==> src/design/mpk_pkg.sv <==
package mpk_pkg;

  // position inside a frame, wide enough for the largest supported frame
  localparam int unsigned POS_W = 6;

  localparam logic [7:0] SYSEX_START = 8'hF0;
  localparam logic [7:0] PAD_BYTE    = 8'hFD;
  localparam logic [7:0] TERM_BYTE   = 8'h00;

  typedef enum logic [1:0] {
    MODE_SEEK    = 2'd0,
    MODE_COLLECT = 2'd1,
    MODE_SYSEX   = 2'd2
  } mode_e;

  // output work caused by one input byte
  typedef struct packed {
    logic [2:0][7:0]  msg;   // message bytes, msg[0] goes out first
    logic [1:0]       cnt;   // message bytes still to send
    logic             fin;   // pad and terminate once message bytes are out
    logic [POS_W-1:0] used;  // frame bytes already sent
  } job_t;

  // total length of a channel message, 0 for anything else
  function automatic logic [1:0] msg_len(input logic [7:0] s);
    logic [1:0] len;
    case (s[7:4])
      4'h8, 4'h9, 4'hA, 4'hB, 4'hE: len = 2'd3;
      4'hC, 4'hD:                   len = 2'd2;
      default:                      len = 2'd0;
    endcase
    return len;
  endfunction

endpackage

==> src/design/mpk_parser.sv <==
module mpk_parser import mpk_pkg::*; #(
  parameter int unsigned FRAME_BYTES = 42
) (
  input  logic       clk_i,
  input  logic       rst_ni,
  input  logic       fire_i,
  input  logic [7:0] data_byte_i,
  input  logic       packet_end_i,
  output job_t       job_o,
  output logic       job_load_o
);

  localparam logic [POS_W-1:0] LastPos = POS_W'(FRAME_BYTES - 1);

  mode_e            mode_q, mode_d;
  logic [7:0]       status_q, status_d;
  logic [7:0]       data_q, data_d;
  logic [1:0]       need_q, need_d;
  logic [POS_W-1:0] count_q, count_d;
  logic             room;

  assign room = (count_q < LastPos);

  always_comb begin
    mode_d   = mode_q;
    status_d = status_q;
    data_d   = data_q;
    need_d   = need_q;
    count_d  = count_q;
    job_o    = '0;
    job_o.msg[0] = data_byte_i;
    unique case (mode_q)
      MODE_SYSEX: begin
        job_o.cnt  = {1'b0, room};
        job_o.fin  = packet_end_i;
        job_o.used = count_q;
        if (packet_end_i) begin
          count_d = '0;
          mode_d  = MODE_SEEK;
        end else if (room) begin
          count_d = count_q + POS_W'(1);
        end
      end
      MODE_COLLECT: begin
        if (need_q == 2'd2) begin
          if (packet_end_i) begin
            mode_d = MODE_SEEK;
            need_d = '0;
            // cut-off message, the last byte may still open a one-byte sysex
            if (data_byte_i == SYSEX_START) begin
              job_o.cnt = 2'd1;
              job_o.fin = 1'b1;
              count_d   = '0;
            end
          end else begin
            data_d = data_byte_i;
            need_d = 2'd1;
          end
        end else begin
          job_o.msg[0] = status_q;
          job_o.fin    = 1'b1;
          if (msg_len(status_q) == 2'd3) begin
            job_o.msg[1] = data_q;
            job_o.msg[2] = data_byte_i;
            job_o.cnt    = 2'd3;
          end else begin
            job_o.msg[1] = data_byte_i;
            job_o.cnt    = 2'd2;
          end
          mode_d = MODE_SEEK;
          need_d = '0;
        end
      end
      default: begin
        mode_d = MODE_SEEK;
        if (data_byte_i == SYSEX_START) begin
          job_o.cnt = 2'd1;
          job_o.fin = packet_end_i;
          count_d   = packet_end_i ? '0 : POS_W'(1);
          mode_d    = packet_end_i ? MODE_SEEK : MODE_SYSEX;
        end else if (msg_len(data_byte_i) != 2'd0 && !packet_end_i) begin
          status_d = data_byte_i;
          need_d   = msg_len(data_byte_i) - 2'd1;
          mode_d   = MODE_COLLECT;
        end
      end
    endcase
  end

  assign job_load_o = fire_i && (job_o.cnt != 2'd0 || job_o.fin);

  always_ff @(posedge clk_i or negedge rst_ni) begin
    if (!rst_ni) begin
      mode_q   <= MODE_SEEK;
      status_q <= '0;
      data_q   <= '0;
      need_q   <= '0;
      count_q  <= '0;
    end else if (fire_i) begin
      mode_q   <= mode_d;
      status_q <= status_d;
      data_q   <= data_d;
      need_q   <= need_d;
      count_q  <= count_d;
    end
  end

endmodule

==> src/design/mpk_emitter.sv <==
module mpk_emitter import mpk_pkg::*; #(
  parameter int unsigned FRAME_BYTES = 42
) (
  input  logic       clk_i,
  input  logic       rst_ni,
  input  job_t       job_i,
  input  logic       job_load_i,
  output logic       free_o,
  output logic       out_valid_o,
  input  logic       out_ready_i,
  output logic [7:0] frame_byte_o,
  output logic       frame_last_o
);

  localparam logic [POS_W-1:0] LastPos = POS_W'(FRAME_BYTES - 1);

  job_t       job_q, job_d;
  logic       job_v_q;
  logic       out_v_q;
  logic [7:0] byte_q, byte_d;
  logic       last_q, last_d;
  logic       advance;
  logic       done;

  assign advance = job_v_q && (!out_v_q || out_ready_i);

  always_comb begin
    job_d  = job_q;
    byte_d = TERM_BYTE;
    last_d = 1'b0;
    done   = 1'b0;
    if (job_q.cnt != 2'd0) begin
      byte_d       = job_q.msg[0];
      job_d.msg[0] = job_q.msg[1];
      job_d.msg[1] = job_q.msg[2];
      job_d.cnt    = job_q.cnt - 2'd1;
      job_d.used   = job_q.used + POS_W'(1);
      done         = (job_q.cnt == 2'd1) && !job_q.fin;
    end else if (job_q.used < LastPos) begin
      byte_d     = PAD_BYTE;
      job_d.used = job_q.used + POS_W'(1);
    end else begin
      last_d = 1'b1;
      done   = 1'b1;
    end
  end

  // a new transaction may enter as the current job sends its final byte
  assign free_o = !job_v_q || (advance && done);

  always_ff @(posedge clk_i or negedge rst_ni) begin
    if (!rst_ni) begin
      job_v_q <= 1'b0;
      out_v_q <= 1'b0;
    end else begin
      if (job_load_i) begin
        job_v_q <= 1'b1;
      end else if (advance && done) begin
        job_v_q <= 1'b0;
      end
      if (advance) begin
        out_v_q <= 1'b1;
      end else if (out_ready_i) begin
        out_v_q <= 1'b0;
      end
    end
  end

  always_ff @(posedge clk_i) begin
    if (job_load_i) begin
      job_q <= job_i;
    end else if (advance) begin
      job_q <= job_d;
    end
    if (advance) begin
      byte_q <= byte_d;
      last_q <= last_d;
    end
  end

  assign out_valid_o  = out_v_q;
  assign frame_byte_o = byte_q;
  assign frame_last_o = last_q;

endmodule

==> src/design/midi_message_frame_packer.sv <==
// MIDI message frame packer
// input channel: in_valid_i / in_ready_o carry one MIDI byte (data_byte_i)
// and packet_end_i, high on the last byte of a host packet
// output channel: out_valid_o / out_ready_i carry frame_byte_o and
// frame_last_o, high on the 0x00 terminator closing each FRAME_BYTES frame
// every complete channel message becomes one frame: message bytes, 0xFD
// padding, terminator; sysex frames stream each byte as it arrives and are
// padded and terminated at packet end
// output path: each job is registered in the emitter, which sends one
// byte per cycle via its output byte register while the receiver is ready
// throughput: one input byte per cycle while the receiver is ready and each
// byte causes at most one output byte (sysex body, stray bytes, partial
// messages); a byte that completes a frame holds the input while the frame
// emitter sends the rest of the frame one byte per cycle
// reset clears parser state and drops any frame being emitted
// when the receiver stalls, the output byte holds and the emitter stops;
// input is refused once the pending job cannot drain
module midi_message_frame_packer import mpk_pkg::*; #(
  parameter int unsigned FRAME_BYTES = 42
) (
  input  logic       clk_i,
  input  logic       rst_ni,
  input  logic       in_valid_i,
  output logic       in_ready_o,
  input  logic [7:0] data_byte_i,
  input  logic       packet_end_i,
  output logic       out_valid_o,
  input  logic       out_ready_i,
  output logic [7:0] frame_byte_o,
  output logic       frame_last_o
);

  job_t job;
  logic job_load;
  logic fire;

  assign fire = in_valid_i && in_ready_o;

  mpk_parser #(
    .FRAME_BYTES(FRAME_BYTES)
  ) u_parser (
    .clk_i       (clk_i),
    .rst_ni      (rst_ni),
    .fire_i      (fire),
    .data_byte_i (data_byte_i),
    .packet_end_i(packet_end_i),
    .job_o       (job),
    .job_load_o  (job_load)
  );

  mpk_emitter #(
    .FRAME_BYTES(FRAME_BYTES)
  ) u_emitter (
    .clk_i       (clk_i),
    .rst_ni      (rst_ni),
    .job_i       (job),
    .job_load_i  (job_load),
    .free_o      (in_ready_o),
    .out_valid_o (out_valid_o),
    .out_ready_i (out_ready_i),
    .frame_byte_o(frame_byte_o),
    .frame_last_o(frame_last_o)
  );

endmodule

==> config.mk <==
export PLATFORM = sky130hd
export DESIGN_NAME = midi_message_frame_packer
export DESIGN_NICKNAME = d
export VERILOG_FILES = /design/src/design/mpk_pkg.sv /design/src/design/mpk_parser.sv /design/src/design/mpk_emitter.sv /design/src/design/midi_message_frame_packer.sv
export SDC_FILE = /design/constraint.sdc
export NUM_CORES = 1
export LEC_CHECK = 0
export BUFFER_PORTS_ARGS = -buffer_cell sky130_fd_sc_hd__clkbuf_2
export CAP_MARGIN = 20
export CORE_MARGIN = 10
export CORE_UTILIZATION = 40
export DETAILED_ROUTE_END_ITERATION = 8
export GPL_ROUTABILITY_DRIVEN = 0
export PLACE_DENSITY = 0.62
export SYNTH_ARGS = -nofsm -noshare
export SYNTH_HDL_FRONTEND = slang
export SYNTH_SLANG_ARGS = --single-unit
==> constraint.sdc <==
create_clock -name clk_i -period 3.56 [get_ports clk_i]
set_input_delay 0.356 -clock clk_i [delete_from_list [all_inputs] [get_ports clk_i]]
set_output_delay 0.356 -clock clk_i [all_outputs]
set_load 0.01 [all_outputs]
**Word-level counts from Yosys, hierarchy flattened**

Cells that the tools add are included.

- Output and inout port bits: 11
- Register bits after elaboration: 70
- Input bits: 13
- Word-level logic and storage cells: 136

- Bitwise gates (word level): 4
- Muxes and demuxes: 52
- Reductions and logical operators: 34
- Add/sub/neg operators: 4
- Order comparisons: 2
- Equality and inequality tests: 25

Operators by type and width:

| operator | count |
|---|---|
| equality test 4 bit, second input constant | 14 |
| two-way mux 6 bit | 9 |
| two-way mux 24 bit | 2 |
| two-way mux 33 bit | 1 |
| two-way mux 8 bit | 4 |
| two-way mux 2 bit | 15 |
| two-way mux 25 bit | 1 |
| two-way mux 18 bit | 1 |
| nonzero test 2 bit | 9 |
| case mux 2 bit (2 select lines) | 4 |
| adder 6 x 1 -> 6 bit, second input constant | 2 |
| less-than comparator 6 bit, second input constant | 2 |
| case mux 6 bit (2 select lines) | 1 |
| AND reduction 4 bit | 3 |
| two-way mux 1 bit | 11 |
| OR reduction 5 bit | 2 |
| equality test 8 bit, second input constant | 1 |
| equality test 2 bit, second input constant | 3 |
| logical AND 1 bit | 6 |
| two-way mux 3 bit | 2 |
| case mux 3 bit (2 select lines) | 1 |
| AND reduction 6 bit | 1 |
| OR reduction 2 bit | 3 |
| equality test 2 x 1 -> 1 bit, second input constant | 2 |
| other kinds (9) | 21 |

**Depth between registers and ports, before layout**

Gate-level depths: netlist of the first run.

- Depth after elaboration: 14
- Gate-level depth with buffers: 10
- Gate-level depth less buffers: 8

**By module**

From an unflattened synthesis of the first run, not the netlist that was laid out.

- Cell total of the unflattened synthesis: 312
- Area, all modules: 3662.3 um^2

Modules (own cells, without submodules):

| module | cells an instance | area an instance (um^2) | seq. area each (um^2) | instances |
|---|---|---|---|---|
| mpk_emitter | 140 | 1946.9 | 1311.3 | 1 |
| mpk_parser | 171 | 1709.1 | 650.6 | 1 |
| midi_message_frame_packer | 1 | 6.3 | 0.0 | 1 |

**Worst setup path before layout of the first run**

Ideal clock, no wire load.

- Kind: flip-flop to flip-flop
- Start: reg u_emitter.job_q[7] in the netlist's numbering
- End: reg u_emitter.job_q[10] in the netlist's numbering, enable pin
- Setup time: 0.489 ns
- Required time: 3.071 ns
- Period minus slack after synthesis: 3.175 ns
- Cell stages (with the launch flop): 9
- Buffers on the path: 2
- Setup slack: 0.385 ns
- Arrival time: 2.686 ns
- Path through: edfxtp_1 -> inv_1 -> ha_1 -> clkbuf_1 -> nor3b_1 -> o31ai_1 -> a221o_2 -> clkbuf_1 -> o21ai_0

- Word-level cells in the longest chain between the ends: 9
- Elaborated cells between the ends (all ways): 11
- Classes of those cells: eq/ne (1); mux (1); reduce/logical (9)

RTL lines:

| element | line | source |
|---|---|---|
| start: declaration | mpk_emitter.sv:17 | `job_t job_q, job_d;` |
| start signal: assignment | mpk_emitter.sv:71 | `job_q <= job_i;` |
| start signal: assignment | mpk_emitter.sv:73 | `job_q <= job_d;` |
| equality test 2 x 1 -> 1 bit | mpk_emitter.sv:38 | `done = (job_q.cnt == 2'd1) && !job_q.fin;` |
| logical AND 1 bit | mpk_emitter.sv:38 |  |
| two-way mux 1 bit | mpk_emitter.sv:32 | `if (job_q.cnt != 2'd0) begin` |
| logical AND 1 bit | mpk_emitter.sv:49 | `assign free_o = !job_v_q \|\| (advance && done);` |
| logical OR 1 bit | mpk_emitter.sv:49 |  |
| logical AND 1 bit | midi_message_frame_packer.sv:37 | `assign fire = in_valid_i && in_ready_o;` |
| logical AND 1 bit | mpk_parser.sv:90 | `assign job_load_o = fire_i && (job_o.cnt != 2'd0 \|\| job_o.fin);` |
| nonzero test 2 bit (no source line) | n/a |  |
| AND reduction 2 bit (no source line) * | n/a |  |

Every way passes the cells marked *; elsewhere a longest branch is shown, timed or not.
A chain may end at the register's enable or synchronous reset.

**Worst setup path in the final report of the first run**

- Start: reg u_parser.mode_q[0]
- End: reg u_emitter.job_q[1] in the netlist's numbering, enable pin

- Word-level cells in the longest chain between the ends: 7
- Elaborated cells between the ends (all ways): 9
- Classes of those cells: eq/ne (2); mux (1); reduce/logical (6)

RTL lines:

| element | line | source |
|---|---|---|
| start: declaration | mpk_parser.sv:15 | `mode_e mode_q, mode_d;` |
| start signal: assignment | mpk_parser.sv:100 | `mode_q <= mode_d;` |
| equality test 2 x 1 -> 1 bit / equality test 2 bit (equally long branches) | mpk_parser.sv:32 | `unique case (mode_q)` |
| case mux 3 bit (2 select lines) * | mpk_parser.sv:32 |  |
| nonzero test 2 bit | mpk_parser.sv:90 |  |
| logical OR 1 bit * | mpk_parser.sv:90 |  |
| logical AND 1 bit * | mpk_parser.sv:90 |  |
| nonzero test 3 bit (no source line) / nonzero test 2 bit (equally long branches) | n/a |  |
| AND reduction 2 bit (no source line) * | n/a |  |

Marked as above.

==> results of run 1 <==
## metal layers
layer | part of all wire (%) | global-route usage [%] | up-vias
met5 | 0 | 0 | -
met4 | 1.5 | 4.37 | 0
met3 | 7.3 | 3.23 | 10
met2 | 43 | 15.7 | 70
met1 | 48 | 15.5 | 1083
li1 | - | - | 1166
## per-stage QoR
stage	power [mW]	util, %	hold WS (ns)	setup WS, ns	cells
after floorplan	2.20	-	0.0604	0.385	308
after global placement	2.47	43.8	0.450	0.648	433
after detailed placement	2.51	43.8	0.456	0.599	433
after CTS	3.25	46.4	0.0782	0.674	449
after global routing	3.45	46.4	0.106	0.435	449
final	3.22	46.4	0.0562	0.692	449
## how the worst min path moves through the flow
| stage | end | slack (ns) |
|---|---|---|
| floorplan | u_emitter.job_v_q | 0.06 |
| global placement | u_parser.data_q[1] | 0.45 |
| detailed placement | u_parser.status_q[1] | 0.46 |
| CTS | u_parser.status_q[0] | 0.08 |
| global route | u_parser.status_q[1] | 0.11 |
| finish | u_parser.status_q[0] | 0.06 |
## registers in the layout, indices dropped and copies added, names as in the netlist, 2 cells and up
signal / count
u_parser.status_q: 8
u_parser.data_q: 8
u_emitter.frame_byte_o: 8
u_parser.need_q: 2
u_parser.count_q: 6
u_emitter.job_d: 9
u_emitter.job_q: 24
u_parser.mode_q: 2
## Yosys cell counts (2+ instances only)
cell type  instances  area [um2]
edfxtp_1          42        1260
nor2_1            29         109
dfrtp_1           28         701
nand2_1           25        93.8
inv_1             22        82.6
mux2_2            17         191
o21ai_0           17        85.1
mux2i_1           16         160
mux2_4            14         210
nor3_1            13        65.1
clkbuf_1          10        37.5
ha_1               8         100
nand3_1            8        40.0
nand2b_1           5        31.3
nor3b_1            4        30.0
a21oi_1            3        15.0
a22o_1             3        26.3
a31oi_1            3        18.8
a211oi_1           2        15.0
a311o_1            2        20.0
buf_12             2        40.0
mux2_1             2        22.5
nor2b_1            2        12.5
o41ai_1            2        17.5
or2_2              2        12.5
or3_1              2        12.5
xnor2_1            2        17.5
xor2_1             2        17.5
## layout make-up
type	count	area [um2]	area share, %
inverters	23	88.8	2.18
multi-input cells	202	1490	36.6
repair buffers	30	168	4.12
well taps	108	135	3.32
flip-flops and latches	70	1960	48.2
clock inverters	7	105	2.58
clock buffers	9	124	3.04
## cell families after synthesis
group	synth area share, %
simple gates	13.0
flops	54.2
mux	16.1
compound gates	8.19
buf+inv	4.73
fa+ha+maj	2.76
xor+xnor	0.968
## critical path, cell delays in order, from the launching register on
cell and delay [ns]:
dfrtp_1 0.40, ha_1 0.32, inv_1 0.14, nor2_1 0.06
buf_4 0.18, a2111oi_1 0.59, a221o_2 0.30, buf_4 0.21
o21ai_0 0.32
## power breakdown
part / switching (mW) / internal (mW)
Combinational: 0.618 / 0.474
Sequential: 0.140 / 1.25
Clock: 0.331 / 0.405
Total: 1.09 / 2.13
==> impl_metrics.json, run 1 <==
{
  "fmax_ghz": 0.349,
  "r2r_end": "u_emitter.job_q[1]",
  "vias_per_cell": 5.19,
  "synth_async_sr_flop_share_pct": 40.0,
  "grtUsageTotal_pct": 11.1,
  "fin_nets": 357,
  "die-height_um": 115,
  "htreeDepth": 3,
  "crit_end": "u_emitter.job_q[1]",
  "required_ns": 3.57,
  "hp-class": "in2async",
  "dieArea_um2": 13300,
  "coreArea_um2": 8760,
  "post_cts_buffers": 0,
  "start_kind": "flop",
  "clock-sinks": 70,
  "crit_arrival_ns": 2.88,
  "final_cell_mix": "42 x edfxtp_1, 29 x nor2_1, 28 x dfrtp_1",
  "dr.pass1.iters": 4,
  "slew_violations": 0,
  "end_kind": "flop",
  "cts_hold_buf": 0,
  "setup_viol": 0,
  "syn_area_um2": 3620,
  "cts_root_buf": "clkbuf_8",
  "power_density_nw_per_um2": 791,
  "p_leak_nw": 1.65,
  "syn_area_per_cell_um2": 11.8,
  "area_delta_synth_final_pct": 12.4,
  "min_period_ns": 2.87,
  "fin_crit_sh_pct": 80.6,
  "fill_cells": 796,
  "clk_pin_slew_ns": 0.08,
  "io_pins": 24,
  "grt_max_degree": 31,
  "antenna_found_initial": 0,
  "max_cap_viol_count": 0,
  "rsz0062_at_grt": "false",
  "synthCells": 308,
  "die_w_um": 115,
  "clock_path_buffers": 2,
  "synth.yosys.seq_area_share_pct": 54.2,
  "final.setup.tns_ns": 0,
  "drc": 0,
  "placed_cell_area_um2": 3840,
  "finClkSkew_ns": 0.00756,
  "reg2regPathDepth": 8,
  "crit_path_start": "u_parser.mode_q[0]",
  "irDropWorstVdd_mv": 0.327,
  "ant_nets": 0,
  "synth-seq-cells": 70,
  "antennaDiodeCount": 0,
  "synth_warnings": 0,
  "crit_type": "reg2reg",
  "hold_viol_final": 0,
  "drt_wl_total_mm": 6.85,
  "post_synth_num_cell_types": 49,
  "clkLatencyLatePin_ns": 0.35,
  "max_slew_margin_pct": 35.6,
  "cts_tree": "built",
  "stdcell_area_um2": 4070,
  "grt.overflow.total": 0,
  "place_hpwl_mm": 4.97,
  "cts_resized": 0,
  "synth_nets": 329,
  "wl_per_cell_um": 15.3,
  "r2r_slack_ns": 0.69,
  "detail_route.iter0.violations": 147,
  "tightest_slew_ns": 0.961,
  "grt_pass1_vias": 2309,
  "via_count": 2329,
  "final_layout_size_suffix_gt1_share_pct": 24.9,
  "outcome": "finished clean",
  "synthFlopType": "edfxtp_1",
  "synth_edf_count": 42,
  "fp-row-count": 34,
  "io_buffers": 23,
  "final_common_cell": "edfxtp_1",
  "worstPathMaxFanout": 18,
  "cts_buffers": 9,
  "grt_pass1_wl_mm": 11.7,
  "start_util_pct": 41.3,
  "rr_startpoint": "u_parser.mode_q[0]"
}
(Power assumes the default switching activity.)
==> run 2, diff against run 1 <==
ABC_AREA = 1   (was default)
PLACE_DENSITY = 0.61   (was 0.62)
clock period = 2.7 ns   (was 3.56 ns; I/O delays follow)
==> run 2 against run 1 <==
Total power up 17%; sequential cell count unchanged; non-clock buffer count increased by 5; register-to-register slack worse by 0.27 ns; clock skew increased by 0.0020 ns; global-route usage rose by 1.2 points; maximum frequency up 26%; first-iteration DRC count increased by 87%.
==> impl_metrics.json, run 2 <==
{
  "clkLatencyLatePin_ns": 0.34,
  "grt.overflow.total": 0,
  "worstPathMaxFanout": 9,
  "syn_area_um2": 3750,
  "multi_input_area_um2": 1480,
  "hold_viol_final": 0,
  "holdPathStages": 4,
  "crit_arrival_ns": 2.24,
  "synth.yosys.seq_area_share_pct": 52.3,
  "antennaDiodeCount": 0,
  "worstHoldStart": "out_ready_i",
  "clock_path_buffers": 2,
  "p_sw_share_pct": 37.1,
  "fmax_ghz": 0.440,
  "die_w_um": 117,
  "r2r_end": "u_emitter.job_q[0]",
  "finalWorstSetupSlack_ns": 0.425,
  "synth_edf_count": 42,
  "r2r_slack_ns": 0.42,
  "cts_tree": "built",
  "finClkSkew_ns": 0.00958,
  "rsz0062_at_grt": "false",
  "yosysMostFrequentCell": "nand2_1",
  "fill_cells": 885,
  "irDropWorstVdd_mv": 0.323,
  "crit_chain": "inv_1 -> ha_1 -> inv_1 -> o21ai_1 -> nand2_1 -> nand2_1 -> clkinv_1 -> o21ai_0",
  "cts_buffers": 9,
  "power.switching_mw": 1.40,
  "internal-power_mw": 2.37,
  "setup_viol": 0,
  "grt_max_degree": 33,
  "drt_wl_total_mm": 7.53,
  "start_util_pct": 40.8,
  "drc": 0,
  "cp_slowest_stage_delay_ns": 0.74,
  "io_buffers": 23,
  "end_kind": "flop",
  "comb_power_share_pct": 34.1,
  "coreArea_um2": 9200,
  "dp_slack_ns": 0.395,
  "via_count": 2814,
  "hp-class": "in2reg",
  "min_period_ns": 2.28,
  "die-height_um": 117,
  "htreeDepth": 3,
  "rr_startpoint": "u_emitter.job_q[0]",
  "power_density_nw_per_um2": 905,
  "seqPwrFrac_pct": 45.7,
  "place_hpwl_mm": 5.47,
  "outcome": "finished clean",
  "final-seq-area_um2": 1960,
  "yosys.area.top_type_share_pct": 33.6,
  "synthFlopType": "edfxtp_1",
  "final_common_cell": "nand2_1",
  "slew_violations": 0,
  "synth_nets": 468,
  "synth_warnings": 0,
  "final.setup.tns_ns": 0,
  "crit_type": "reg2reg",
  "io_pins": 24,
  "start_kind": "flop",
  "p_clk_share_pct": 20.1,
  "synth_top_cell_by_area": "edfxtp_1",
  "clk_pin_slew_ns": 0.07,
  "p_leak_nw": 1.95,
  "antenna_found_initial": 0,
  "fin_nets": 495,
  "fp-row-count": 35,
  "largest-register": "u_emitter.job_q",
  "whs_endpoint": "u_emitter.out_valid_o",
  "ant_nets": 0,
  "clock-sinks": 70,
  "final_layout_size_suffix_gt1_share_pct": 14.6,
  "yosys-top-cells-area": "edfxtp_1 34%, dfrtp_1 19%, nand2_1 14%",
  "tightest_slew_ns": 0.860,
  "synthTopCellsByCount": "140 x nand2_1, 51 x inv_1, 42 x edfxtp_1",
  "max_cap_viol_count": 0,
  "syn_area_per_cell_um2": 8.39,
  "synthCells": 447,
  "grt_pass1_wl_mm": 13.3,
  "reg2regPathDepth": 8,
  "fin_crit_sh_pct": 84.3,
  "grt_pass1_vias": 2815,
  "synth-seq-cells": 70,
  "dr.pass1.iters": 4,
  "cts_root_buf": "clkbuf_8",
  "cts_resized": 0,
  "detail_route.iter0.violations": 275,
  "required_ns": 2.67,
  "area_delta_synth_final_pct": 11.0,
  "crit_slowest_cell": "o21ai_0",
  "wl_per_cell_um": 12.8,
  "max_slew_margin_pct": 42.1,
  "dieArea_um2": 13700,
  "grtUsageTotal_pct": 12.2,
  "largest_reg_flops": 24,
  "post_synth_num_cell_types": 31,
  "vias_per_cell": 4.77,
  "final_cell_mix": "140 x nand2_1, 51 x inv_1, 42 x edfxtp_1",
  "synth_async_sr_flop_share_pct": 40.0
}
## run 2: worst max-delay path by stage
stage	from	end	slack, ns	cells past startpoint
final	u_emitter.job_q[0]	u_emitter.job_q[0]	0.42	8
after floorplan	u_emitter.job_q[7]	u_emitter.job_q[10]	0.15	13
after global routing	u_emitter.job_q[0]	u_emitter.job_q[0]	0.21	8
after detailed placement	u_emitter.job_q[0]	u_emitter.job_q[3]	0.40	8
after global placement	u_emitter.job_q[0]	u_emitter.job_q[0]	0.55	8
after CTS	u_emitter.job_q[0]	u_emitter.job_q[3]	0.38	8
## run 2: power groups by stage
stage	sequential, mW	clock (mW)	combinational (mW)
finish	1.72	0.760	1.29
global route	1.76	0.829	1.50
CTS	1.73	0.782	1.31
detailed placement	1.75	0	1.30
global placement	1.73	0	1.27
floorplan	1.75	0	0.915
## run 2: repair_timing
| action | 4_1_cts | 5_1_grt |
|---|---|---|
| setup buffers | 0 | 0 |
| hold buffers | 1 | 0 |
| hold endpoints to repair | 14 | 0 |
## run 2: critical path, delay by kind of cell, from the launching register on
family          cells  cell delay (ns)
flops               1             0.42
simple gates        2             0.14
compound gates      2             0.87
fa+ha+maj           1             0.14
buf+inv             3             0.33
## run 2: kinds of logic after synthesis
logic type | Yosys count | share of synthesized area, %
buffers and inverters | 72 | 8.24
AO/OA/AOI/OAI | 53 | 7.70
AND/OR/NAND/NOR | 237 | 27.5
XOR/XNOR | 7 | 1.63
adder cells (fa/ha/maj) | 8 | 2.67
flip-flops | 70 | 52.3
## run 2: area by class of cell
class | count | area share [%]
Multi-Input combinational cell | 305 | 35.6
Tap cell | 111 | 3.34
Clock buffer | 11 | 3.40
Inverter | 53 | 4.78
Timing Repair Buffer | 35 | 4.99
Sequential cell | 70 | 47.1
Clock inverter | 5 | 0.811
## run 2: metrics by stage
stage	cells	util, %	power [mW]	instance area (um2)	hold slack (ns)
after floorplan	447	-	2.67	3750	-0.0256
after global placement	573	43.3	3.01	3980	0.375
after detailed placement	573	43.3	3.05	3980	0.372
after CTS	590	45.3	3.82	4160	0.182
after global routing	590	45.3	4.09	4160	0.213
final	590	45.3	3.77	4160	0.194
## run 2: metal layers
| metal | global-route usage (%) | wire (um) |
|---|---|---|
| met5 | 0 | 0 |
| met4 | 5.93 | 133 |
| met3 | 2.75 | 378 |
| met2 | 18.9 | 3360 |
| met1 | 15.9 | 3660 |
==> run 3, diff against run 2 <==
PLACE_DENSITY = 0.64   (was 0.61)
clock period = 2 ns   (was 2.7 ns; I/O delays follow)
==> run 3 against run 2 <==
Critical path depth is 6 higher; clock-buffer cell count down 2; cell area grew 14%; non-clock buffer count up 26; sequential share of layout area decreased by 5.7 points; via count rose by 9.7%; total power is 57% higher; cell count rose by 5.3%; register-to-register slack lost 0.35 ns; clock skew up 0.0011 ns; combinational power increased by 75%; critical path type unchanged; largest cell class unchanged.
==> impl_metrics.json, run 3 (same netlist as run 2, synthesis figures left out) <==
{
  "p_clk_share_pct": 22.2,
  "max_slew_margin_pct": 50.4,
  "antenna_found_initial": 0,
  "rr_startpoint": "u_emitter.job_q[1]",
  "end_kind": "flop",
  "crit_slowest_cell": "edfxtp_1",
  "crit_chain": "inv_1 -> ha_2 -> inv_1 -> o21ai_2 -> nand2_1 -> nand2_1 -> o21ai_1 -> nand2_1 -> nand2_2 -> nand2_4 -> inv_8 -> clkbuf_16 -> nand3_1 -> nand2_1",
  "htreeDepth": 3,
  "comb_power_share_pct": 38.3,
  "antennaDiodeCount": 0,
  "clkLatencyLatePin_ns": 0.35,
  "hp-class": "in2reg",
  "min_period_ns": 1.92,
  "cts_buffers": 9,
  "dp_slack_ns": 0.0149,
  "clk_pin_slew_ns": 0.08,
  "tightest_slew_ns": 0.744,
  "max_cap_viol_count": 0,
  "die-height_um": 117,
  "coreArea_um2": 9200,
  "ant_nets": 0,
  "whs_endpoint": "u_parser.data_q[1]",
  "fin_util_pct": 51.5,
  "dieArea_um2": 13700,
  "wl_per_cell_um": 13.7,
  "via_count": 3086,
  "required_ns": 2.12,
  "fp-row-count": 35,
  "crit_path_start": "u_emitter.job_q[1]",
  "fmax_ghz": 0.520,
  "seqPwrFrac_pct": 39.5,
  "slew_violations": 0,
  "start_kind": "flop",
  "final_cells": 621,
  "internal-power_mw": 3.73,
  "detail_route.iter0.violations": 243,
  "area_delta_synth_final_pct": 26.2,
  "start_util_pct": 40.8,
  "power_density_nw_per_um2": 1250,
  "drt_wl_total_mm": 8.54,
  "grt_pass1_wl_mm": 13.3,
  "final_cell_mix": "136 x nand2_1, 48 x inv_1, 42 x edfxtp_1",
  "p_leak_nw": 2.16,
  "setup_viol": 0,
  "r2r_end": "u_emitter.job_q[17]",
  "grt_max_degree": 33,
  "crit_type": "reg2reg",
  "holdPathStages": 3,
  "vias_per_cell": 4.97,
  "p_sw_share_pct": 37.1,
  "power.switching_mw": 2.19,
  "crit_arrival_ns": 2.04,
  "clock_path_buffers": 2,
  "irDropWorstVdd_mv": 0.465,
  "cts_root_buf": "clkbuf_8",
  "cp_slowest_stage_delay_ns": 0.41,
  "finClkSkew_ns": 0.0107,
  "final_layout_size_suffix_gt1_share_pct": 25.7,
  "cpMostUsedCell": "nand2_1",
  "hold_viol_final": 0,
  "largest-register": "u_emitter.job_q",
  "rsz0062_at_grt": "true",
  "worstHoldStart": "data_byte_i[1]",
  "largest_reg_flops": 24,
  "final.setup.tns_ns": 0,
  "io_pins": 24,
  "io_buffers": 23,
  "dr.pass1.iters": 8,
  "dpl.cell_count": 588,
  "cts_tree": "built",
  "grtUsageTotal_pct": 12.2,
  "cp_num_buf_inv": 4,
  "die_w_um": 117,
  "fin_crit_sh_pct": 96.2,
  "clock-sinks": 70,
  "grt_pass1_vias": 2835,
  "r2r_slack_ns": 0.08,
  "finalWorstSetupSlack_ns": 0.0759,
  "critPathTopFamily": "simple AND/OR/NAND/NOR gates",
  "reg2regPathDepth": 14,
  "outcome": "finished clean",
  "place_hpwl_mm": 5.74,
  "worstPathMaxFanout": 16,
  "fin_nets": 526,
  "final_common_cell": "nand2_1",
  "grt.overflow.total": 0,
  "drc": 0
}
-- run 3: worst max-delay path by stage --
stage | end | slack (ns) | cells past startpoint
6_report | u_emitter.job_q[17] | 0.08 | 14
5_1_grt | u_emitter.job_q[17] | -0.06 | 14
4_1_cts | u_emitter.job_q[24] | 0.008 | 13
3_5_place_dp | u_emitter.job_d[27] | 0.01 | 14
3_3_place_gp | u_emitter.job_q[10] | 0.08 | 10
2_1_floorplan | u_emitter.job_q[10] | 0.01 | 13
-- run 3: metrics by stage --
stage                     hold WS, ns  instance area [um2]  total power, mW
after detailed placement        0.304                 4150             4.22
after floorplan               -0.0956                 3790             3.66
after global placement          0.297                 4150             4.16
final                           0.127                 4730             5.92
after global routing            0.138                 4730             6.33
after CTS                       0.117                 4390             5.54
-- run 3: power groups by stage --
| stage | clock network (mW) | registers (mW) | logic (mW) |
|---|---|---|---|
| finish | 1.31 | 2.34 | 2.26 |
| detailed placement | 0 | 2.37 | 1.85 |
| global placement | 0 | 2.34 | 1.82 |
| CTS | 1.34 | 2.33 | 1.87 |
| floorplan | 0 | 2.36 | 1.30 |
| global route | 1.39 | 2.39 | 2.56 |
-- run 3: worst register-to-register path: cells and delay by family (launching register included) --
family	cells	cell delay (ns)
flops	1	0.41
compound gates	2	0.15
simple gates	7	0.57
fa+ha+maj	1	0.16
buf+inv	4	0.38
-- run 3: metal layers --
layer  track usage (%)  vias up  routed length [um]
met4              5.52        0                 153
li1                  -     1572                   -
met3              2.55       14                 426
met5                 0        -                   0
met2              19.0       79                4100
met1              16.0     1421                3860
-- run 3: cell type report --
type | instances | area [um2]
multi-input cells | 309 | 1690
repair inverters | 1 | 7.51
clock buffers | 9 | 124
flip-flops and latches | 70 | 1960
inverters | 53 | 210
clock inverters | 7 | 105
fillers | 831 | 4460
repair buffers | 61 | 498
well taps | 111 | 139
-- run 3: what timing repair did --
action | in CTS | in global routing
buffers inserted | 0 | 9
resized for setup | 1 | 42
hold buffers | 1 | 0
endpoints found under the setup margin | 1 | 92
gates cloned | 0 | 7
hold endpoints to repair | 28 | 0
pin swaps | 0 | 6
